==> config.mk <==
export PLATFORM = sky130hd
export DESIGN_NAME = unsigned_int_text_formatter_flat
export DESIGN_NICKNAME = d
export VERILOG_FILES = /design/src/rtl/uitf_pkg.sv /design/src/rtl/uitf_if.sv /design/src/rtl/unsigned_int_text_formatter.sv /design/src/flat_wrapper.sv
export SDC_FILE = /design/constraint.sdc
export NUM_CORES = 1
export LEC_CHECK = 0
export BUFFER_PORTS_ARGS = -buffer_cell sky130_fd_sc_hd__buf_2
export CORE_UTILIZATION = 57
export DETAILED_ROUTE_END_ITERATION = 7
export GPL_TIMING_DRIVEN = 0
export PLACE_DENSITY = 0.85
export SLEW_MARGIN = 20
export SYNTH_ARGS = -nofsm -noshare
export SYNTH_HDL_FRONTEND = slang
export SYNTH_SLANG_ARGS = --single-unit
==> constraint.sdc <==
create_clock -name i_clk -period 9.3 [get_ports i_clk]
set_input_delay 2.325 -clock i_clk [delete_from_list [all_inputs] [get_ports i_clk]]
set_output_delay 2.325 -clock i_clk [all_outputs]
set_load 0.01 [all_outputs]
==> src/rtl/uitf_pkg.sv <==
// Shared types, constants and the digit character function of the unsigned integer text formatter.
package uitf_pkg;

    typedef enum logic [2:0] {
        S_IDLE,
        S_CONVERT,
        S_TRIM,
        S_SIZE,
        S_EMIT
    } t_phase;

    localparam logic [1:0] KIND_DEC  = 2'd0;
    localparam logic [1:0] KIND_LHEX = 2'd1;
    localparam logic [1:0] KIND_UHEX = 2'd2;

    localparam int KIND_W  = 2;
    localparam int FWID_W  = 6;
    localparam int PREC_W  = 7;
    localparam int CHAR_W  = 8;
    localparam int TOTAL_W = 6;
    localparam int LEN_W   = 7;

    localparam logic [CHAR_W-1:0] CH_ZERO  = 8'h30;
    localparam logic [CHAR_W-1:0] CH_SPACE = 8'h20;
    localparam logic [CHAR_W-1:0] CH_LA    = 8'h61;
    localparam logic [CHAR_W-1:0] CH_UA    = 8'h41;

    localparam logic [TOTAL_W-1:0] OUT_MAX = 6'd63;

    function automatic logic [CHAR_W-1:0] digit_char(input logic [3:0] d, input logic upper);
        logic [CHAR_W-1:0] base;
        base = upper ? CH_UA : CH_LA;
        if (d < 4'd10) begin
            digit_char = CH_ZERO + {4'd0, d};
        end else begin
            digit_char = base + {4'd0, d} - 8'd10;
        end
    endfunction

endpackage

==> src/rtl/uitf_if.sv <==
// Request and character channel interfaces of the unsigned integer text formatter.
interface uitf_req_if #(
    parameter int VALUE_BITS = 32
);
    import uitf_pkg::*;

    logic                    valid;
    logic                    ready;
    logic [VALUE_BITS-1:0]   value;
    logic [KIND_W-1:0]       kind;
    logic [FWID_W-1:0]       field_width;
    logic signed [PREC_W-1:0] precision;
    logic                    zero_pad;
    logic                    left_justify;

    modport source (
        output valid, value, kind, field_width, precision, zero_pad, left_justify,
        input  ready
    );
    modport sink (
        input  valid, value, kind, field_width, precision, zero_pad, left_justify,
        output ready
    );
endinterface

interface uitf_chr_if;
    import uitf_pkg::*;

    logic               valid;
    logic               ready;
    logic [CHAR_W-1:0]  character;
    logic               last_char;
    logic [TOTAL_W-1:0] total_printed;

    modport source (
        output valid, character, last_char, total_printed,
        input  ready
    );
    modport sink (
        input  valid, character, last_char, total_printed,
        output ready
    );
endinterface

==> src/rtl/unsigned_int_text_formatter.sv <==
// Top level of the unsigned integer text formatter (printf %u, %x, %X style).
//
//  channel | dir | payload
//  i_req   | in  | value, kind, field_width, precision, zero_pad, left_justify
//  o_chr   | out | character, last_char, total_printed
//
// Decimal requests shift the value through a bit-serial BCD converter, one bit per
// cycle; hex requests load the nibbles directly.
// Leading zero digits are then dropped one per cycle (at most DEC_DIGITS-1 of them),
// a sizing step works out the padding, and characters leave one per cycle while the
// sink is ready, up to 63.
// A request is taken only in idle; a stalled character holds until taken.
// Reset returns the controller to idle; digit and value registers are not cleared.
module unsigned_int_text_formatter #(
    parameter int VALUE_BITS = 32,
    parameter int FIELD_MAX  = 63
) (
    input  logic         i_clk,
    input  logic         i_rst_n,
    uitf_req_if.sink     i_req,
    uitf_chr_if.source   o_chr
);
    import uitf_pkg::*;

    localparam int DEC_DIGITS = (VALUE_BITS * 30103) / 100000 + 1;
    localparam int DIG_W      = DEC_DIGITS * 4;
    localparam int CNT_W      = $clog2(DEC_DIGITS + 1);
    localparam int BIT_W      = $clog2(VALUE_BITS);
    localparam logic [LEN_W-1:0] FMAX = LEN_W'(FIELD_MAX);

    t_phase                r_state, n_state;
    logic [VALUE_BITS-1:0] r_work, n_work;
    logic [DIG_W-1:0]      r_digits, n_digits;
    logic [BIT_W-1:0]      r_bit, n_bit;
    logic [CNT_W-1:0]      r_cnt, n_cnt;
    logic [KIND_W-1:0]     r_kind, n_kind;
    logic [LEN_W-1:0]      r_width, n_width;
    logic [LEN_W-1:0]      r_prec, n_prec;
    logic                  r_has_prec, n_has_prec;
    logic                  r_zero, n_zero;
    logic                  r_left, n_left;
    logic [LEN_W-1:0]      r_lead, n_lead;
    logic [LEN_W-1:0]      r_zeros, n_zeros;
    logic [LEN_W-1:0]      r_trail, n_trail;
    logic [TOTAL_W-1:0]    r_total, n_total;
    logic [TOTAL_W-1:0]    r_emit, n_emit;

    logic [3:0]        top;
    logic [DIG_W-1:0]  adj;
    logic [LEN_W-1:0]  in_width, in_prec;
    logic [LEN_W-1:0]  eff_cnt, zeros, core, pad, full;
    logic              last;

    assign top  = r_digits[DIG_W-1 -: 4];
    assign last = (r_emit == r_total - 6'd1);

    always_comb begin
        for (int i = 0; i < DEC_DIGITS; i++) begin
            adj[i*4 +: 4] = (r_digits[i*4 +: 4] >= 4'd5) ? r_digits[i*4 +: 4] + 4'd3
                                                         : r_digits[i*4 +: 4];
        end
    end

    always_comb begin
        in_width = {1'b0, i_req.field_width};
        if (in_width > FMAX) begin
            in_width = FMAX;
        end
        in_prec = {1'b0, i_req.precision[5:0]};
        if (i_req.precision[6]) begin
            in_prec = '0;
        end else if (in_prec > FMAX) begin
            in_prec = FMAX;
        end
    end

    always_comb begin
        eff_cnt = (r_has_prec && r_prec == '0 && top == 4'd0) ? '0 : LEN_W'(r_cnt);
        zeros   = (r_prec > eff_cnt) ? r_prec - eff_cnt : '0;
        core    = zeros + eff_cnt;
        pad     = (r_width > core) ? r_width - core : '0;
        full    = pad + core;
    end

    always_ff @(posedge i_clk) begin
        if (!i_rst_n) begin
            r_state <= S_IDLE;
            r_cnt   <= '0;
            r_emit  <= '0;
            r_total <= '0;
            r_lead  <= '0;
            r_zeros <= '0;
            r_trail <= '0;
        end else begin
            r_state <= n_state;
            r_cnt   <= n_cnt;
            r_emit  <= n_emit;
            r_total <= n_total;
            r_lead  <= n_lead;
            r_zeros <= n_zeros;
            r_trail <= n_trail;
        end
    end

    always_ff @(posedge i_clk) begin
        r_work     <= n_work;
        r_digits   <= n_digits;
        r_bit      <= n_bit;
        r_kind     <= n_kind;
        r_width    <= n_width;
        r_prec     <= n_prec;
        r_has_prec <= n_has_prec;
        r_zero     <= n_zero;
        r_left     <= n_left;
    end

    always_comb begin
        n_state    = r_state;
        n_work     = r_work;
        n_digits   = r_digits;
        n_bit      = r_bit;
        n_cnt      = r_cnt;
        n_kind     = r_kind;
        n_width    = r_width;
        n_prec     = r_prec;
        n_has_prec = r_has_prec;
        n_zero     = r_zero;
        n_left     = r_left;
        n_lead     = r_lead;
        n_zeros    = r_zeros;
        n_trail    = r_trail;
        n_total    = r_total;
        n_emit     = r_emit;

        i_req.ready         = 1'b0;
        o_chr.valid         = 1'b0;
        o_chr.character     = CH_SPACE;
        o_chr.last_char     = 1'b0;
        o_chr.total_printed = '0;

        unique case (r_state)
            S_IDLE: begin
                i_req.ready = 1'b1;
                if (i_req.valid) begin
                    n_work     = i_req.value;
                    n_kind     = i_req.kind;
                    n_width    = in_width;
                    n_prec     = in_prec;
                    n_has_prec = !i_req.precision[6];
                    n_zero     = i_req.zero_pad;
                    n_left     = i_req.left_justify;
                    n_cnt      = CNT_W'(DEC_DIGITS);
                    n_bit      = BIT_W'(VALUE_BITS - 1);
                    if (i_req.kind == KIND_DEC) begin
                        n_digits = '0;
                        n_state  = S_CONVERT;
                    end else begin
                        n_digits = DIG_W'(i_req.value);
                        n_state  = S_TRIM;
                    end
                end
            end
            S_CONVERT: begin
                n_digits = {adj[DIG_W-2:0], r_work[VALUE_BITS-1]};
                n_work   = r_work << 1;
                n_bit    = r_bit - BIT_W'(1);
                if (r_bit == '0) begin
                    n_state = S_TRIM;
                end
            end
            S_TRIM: begin
                if (r_cnt > CNT_W'(1) && top == 4'd0) begin
                    n_digits = r_digits << 4;
                    n_cnt    = r_cnt - CNT_W'(1);
                end else begin
                    n_state = S_SIZE;
                end
            end
            S_SIZE: begin
                n_cnt   = eff_cnt[CNT_W-1:0];
                n_zeros = zeros;
                n_lead  = r_left ? '0 : pad;
                n_trail = r_left ? pad : '0;
                n_total = (full > LEN_W'(OUT_MAX)) ? OUT_MAX : full[TOTAL_W-1:0];
                n_emit  = '0;
                n_state = (full == '0) ? S_IDLE : S_EMIT;
            end
            S_EMIT: begin
                o_chr.valid         = 1'b1;
                o_chr.last_char     = last;
                o_chr.total_printed = last ? r_total : '0;
                priority if (r_lead != '0) begin
                    o_chr.character = (r_zero && !r_has_prec) ? CH_ZERO : CH_SPACE;
                end else if (r_zeros != '0) begin
                    o_chr.character = CH_ZERO;
                end else if (r_cnt != '0) begin
                    o_chr.character = digit_char(top, r_kind != KIND_LHEX);
                end else begin
                    o_chr.character = CH_SPACE;
                end
                if (o_chr.ready) begin
                    n_emit = r_emit + 6'd1;
                    priority if (r_lead != '0) begin
                        n_lead = r_lead - LEN_W'(1);
                    end else if (r_zeros != '0) begin
                        n_zeros = r_zeros - LEN_W'(1);
                    end else if (r_cnt != '0) begin
                        n_cnt    = r_cnt - CNT_W'(1);
                        n_digits = r_digits << 4;
                    end else begin
                        n_trail = r_trail - LEN_W'(1);
                    end
                    if (last) begin
                        n_state = S_IDLE;
                    end
                end
            end
            default: begin
                n_state = S_IDLE;
            end
        endcase
    end

`ifndef NO_ASSERTIONS
    a_last_count: assert property (@(posedge i_clk) disable iff (!i_rst_n)
        (o_chr.valid && o_chr.last_char) |-> (o_chr.total_printed == r_emit + 6'd1))
        else $error("last character count does not match characters sent");

    a_emit_bound: assert property (@(posedge i_clk) disable iff (!i_rst_n)
        o_chr.valid |-> (r_emit < r_total))
        else $error("character sent beyond request length");

    a_trim_count: assert property (@(posedge i_clk) disable iff (!i_rst_n)
        (r_state == S_TRIM) |-> (r_cnt != '0))
        else $error("digit count empty while trimming");

    a_back_idle: assert property (@(posedge i_clk) disable iff (!i_rst_n)
        (o_chr.valid && o_chr.ready && o_chr.last_char) |=> (r_state == S_IDLE))
        else $error("not idle after final character");

    a_pad_done: assert property (@(posedge i_clk) disable iff (!i_rst_n)
        (o_chr.valid && o_chr.last_char) |-> (r_emit == OUT_MAX - 6'd1 ||
            (r_lead + r_zeros + LEN_W'(r_cnt) + r_trail) == LEN_W'(1)))
        else $error("final character sent with text still pending");
`endif

endmodule

==> src/flat_wrapper.sv <==
// flat-port wrapper written by rule: the top's interface ports become plain ports
module unsigned_int_text_formatter_flat import uitf_pkg::*;
#(
    parameter int VALUE_BITS = 32,
    parameter int FIELD_MAX  = 63
)
  (i_clk, i_rst_n, i_req_valid, i_req_value, i_req_kind, i_req_field_width, i_req_precision, i_req_zero_pad, i_req_left_justify, i_req_ready, o_chr_valid, o_chr_character, o_chr_last_char, o_chr_total_printed, o_chr_ready);
  uitf_req_if #(.VALUE_BITS(VALUE_BITS)) i_req_i ();
  uitf_chr_if o_chr_i ();
  input  logic i_clk;
  input  logic i_rst_n;
  input wire logic [$bits(i_req_i.valid)-1:0] i_req_valid;
  input wire logic [$bits(i_req_i.value)-1:0] i_req_value;
  input wire logic [$bits(i_req_i.kind)-1:0] i_req_kind;
  input wire logic [$bits(i_req_i.field_width)-1:0] i_req_field_width;
  input wire logic [$bits(i_req_i.precision)-1:0] i_req_precision;
  input wire logic [$bits(i_req_i.zero_pad)-1:0] i_req_zero_pad;
  input wire logic [$bits(i_req_i.left_justify)-1:0] i_req_left_justify;
  output wire logic [$bits(i_req_i.ready)-1:0] i_req_ready;
  output wire logic [$bits(o_chr_i.valid)-1:0] o_chr_valid;
  output wire logic [$bits(o_chr_i.character)-1:0] o_chr_character;
  output wire logic [$bits(o_chr_i.last_char)-1:0] o_chr_last_char;
  output wire logic [$bits(o_chr_i.total_printed)-1:0] o_chr_total_printed;
  input wire logic [$bits(o_chr_i.ready)-1:0] o_chr_ready;
  assign i_req_i.valid = i_req_valid;
  assign i_req_i.value = i_req_value;
  assign i_req_i.kind = i_req_kind;
  assign i_req_i.field_width = i_req_field_width;
  assign i_req_i.precision = i_req_precision;
  assign i_req_i.zero_pad = i_req_zero_pad;
  assign i_req_i.left_justify = i_req_left_justify;
  assign i_req_ready = i_req_i.ready;
  assign o_chr_valid = o_chr_i.valid;
  assign o_chr_character = o_chr_i.character;
  assign o_chr_last_char = o_chr_i.last_char;
  assign o_chr_total_printed = o_chr_i.total_printed;
  assign o_chr_i.ready = o_chr_ready;
  unsigned_int_text_formatter #(.VALUE_BITS(VALUE_BITS), .FIELD_MAX(FIELD_MAX)) u_core (.i_clk(i_clk), .i_rst_n(i_rst_n), .i_req(i_req_i), .o_chr(o_chr_i));
endmodule
==> flow_metrics.tcl <==
set metrics [dict create \
    status "finished clean" \
    coreArea_mm2 0.0135 \
    drc 0 \
    fin_util 0.681 \
    wl_met2_um 9180 \
    synth_edf_count 94 \
    cpMostUsedCell "ha_1" \
    p_leak_nw 3.78 \
    slew_headroom 0.363 \
    die_h_um 120 \
    wl_met3_um 1530 \
    cap_violations 0 \
    nFillCells 1047 \
    power_per_cell_area_mw_per_mm2 422 \
    critPathKind "flip-flop to flip-flop" \
    required_ns 9.63 \
    grt_pass1_wl_um 31900 \
    dp_hpwl_um 13700 \
    drtIter0Drc 699 \
    endpoint_kind "flip-flop" \
    diodes 0 \
    hold_viol 0 \
    ys_types 67 \
    antenna_found_initial 0 \
    setup-violations-final 0 \
    period_minus_slack_ns 7.60 \
    synth_nets 995 \
    most-common-layout-cells "nand2_1, edfxtp_1, o21ai_0" \
    overflow 0 \
    min_path_type "flip-flop to flip-flop" \
    fin_crit_sh 0.818 \
    final_nets 1082 \
    cts_setup_buffers 0 \
    num_rows 42 \
    synth-seq-area-share 0.437 \
    placed_area_mm2 0.00856 \
    cts.clk_slew.worst_paths_ns 0.06 \
    ys_seq_elements 127 \
    finalSetupTns_ns 0 \
    syn_inst 889 \
    grt_max_degree 38 \
    final_common_cell "nand2_1" \
    cts_hold_buffers 0 \
    stdcell_area_mm2 0.00916 \
    critPathLaunchType "flip-flop" \
    synth.cell_area_mm2 0.00797 \
    cts_root_buffer "clkbuf_16" \
    peakVddDrop_v 0.000269 \
    ctsResizeCount 0 \
    cts_max_level 4 \
    clk_path_buf_depth 2 \
    syn_area_per_cell_um2 8.97 \
    synthArstFlopShare 0 \
    ant_nets 0 \
    grt_pass1_vias 6613 \
    critPathSlowestCell "edfxtp_1" \
    wire_per_inst_um 16.9 \
    die_w_um 120 \
    rsz0062_at_grt "false" \
    grtUsageTotal 0.283 \
    gp_congestion 0.887 \
    tritoncts "yes" \
    synth-main-ff-cell "edfxtp_1" \
    cts_num_sinks 127 \
    num_io_pins 70 \
    routed_wl_um 19700 \
    worstPathArrival_ns 7.94 \
    wl_met1_um 8450 \
    top_layer "met4" \
    slew_violations 0 \
    synthToLayoutAreaGrowth_pct 14.9 \
    drive_above_1_share 0.118 \
    clk_latency_ns 0.43 \
    drtPass1Iterations 7 \
    timing.clock.skew_ns 0.00778 \
    yosys_warnings 0 \
    die-area_mm2 0.0145 \
    vias 7037 \
    clock.fmax_mhz 132 \
    crit_path_max_incr_delay_ns 0.47 \
    cts_buffers 17 \
    crit_fanout 7 \
    worst_pin_slew_ns 0.956 \
    port_buffers 67 \
    start_util 0.593 \
    viasPerCell 6.04 \
]
## routing by layer
metal  global-route usage  up-vias
li1                     -     3336
met5                    0        -
met1                0.375     3294
met4                0.129        0
met2                0.448      345
met3               0.0580       62
## cells in the mapped netlist (all sizes together) (5+ instances only)
cell    number  share of area
a211oi       6         0.0063
a21o         5         0.0047
a21oi       73          0.046
a221o        8          0.010
a221oi       5         0.0077
a22oi       24          0.023
and2        10         0.0078
buf          6         0.0033
clkbuf      30          0.014
dfxtp       33          0.083
edfxtp      94           0.35
ha          49          0.077
inv         55          0.026
nand2      161          0.076
nand2b      13          0.010
nand3       11         0.0075
nand4        8         0.0063
nor2        68          0.032
nor2b       15          0.012
nor3        22          0.014
nor3b       13          0.012
nor4         5         0.0077
o21ai       75          0.047
o31ai        6         0.0080
xnor2       26          0.029
xor2        16          0.018
## path summary, 6_finish.rpt
path / slack [ns] / startpoint / endpoint / cells past startpoint
max: 1.70 / u_core.r_digits[37] / u_core.r_total[0] / 34
max reg2reg: 1.70 / u_core.r_digits[37] / u_core.r_total[0] / 34
min reg2reg: 0.50 / u_core.r_left / u_core.r_lead[0] / 1
min: 0.50 / u_core.r_left / u_core.r_lead[0] / 1
## worst max-delay path: cells and delay by family, from the launching register on
family                   cells  cell delay, ns
AND/OR/NAND/NOR             11            2.72
AO/OA/AOI/OAI               11            2.02
adder cells (fa/ha/maj)      6            1.42
buffers and inverters        5            0.67
flip-flops                   1            0.47
XOR/XNOR                     1            0.20
## state kept, by name, indices dropped and copies added, names as in the netlist
| register | cells |
|---|---|
| u_core.r_emit | 6 |
| u_core.r_cnt | 4 |
| u_core.r_zero | 1 |
| u_core.r_digits | 40 |
| u_core.r_state | 3 |
| u_core.r_zeros | 7 |
| u_core.r_total | 6 |
| u_core.r_prec | 6 |
| u_core.r_kind | 2 |
| u_core.r_bit | 5 |
| u_core.r_lead | 7 |
| u_core.r_has_prec | 1 |
| u_core.r_width | 6 |
| u_core.r_left | 1 |
| u_core.r_work | 32 |
## per-stage QoR
| step | hold slack [ns] | setup slack (ns) | instances | power, mW |
|---|---|---|---|---|
| 6_report | 0.499 | 1.70 | 1165 | 3.87 |
| 5_1_grt | 0.517 | 1.19 | 1165 | 4.14 |
| 4_1_cts | 0.501 | 1.77 | 1165 | 3.83 |
| 3_5_place_dp | 0.479 | 1.87 | 1133 | 3.12 |
| 3_3_place_gp | 0.477 | 2.02 | 1132 | 3.02 |
| 2_1_floorplan | 0.439 | 2.88 | 889 | 2.61 |
## logic make-up after synthesis
kind of cell / share of synthesized area
flops: 0.437
other cells: 0.000470
buf+inv: 0.0433
xor+xnor: 0.0461
fa+ha+maj: 0.0870
simple gates: 0.203
compound gates: 0.180
mux: 0.00283
## layout make-up
type | instances | area (um^2) | share of cell area
clock inverter | 14 | 168 | 0.0183
timing repair buffer | 68 | 363 | 0.0396
sequential | 127 | 3480 | 0.380
clock buffer | 18 | 429 | 0.0469
tap | 176 | 220 | 0.0240
buffer | 36 | 139 | 0.0152
multi-input combinational | 671 | 4150 | 0.453
inverter | 55 | 206 | 0.0225
## where the power goes
part	switching, mW	total [mW]	internal, mW
Sequential	0.167	1.07	0.903
Clock	0.261	0.680	0.420
Combinational	1.30	2.12	0.819
Total	1.73	3.87	2.14
Note: power is estimated with default switching activity, not from simulation.
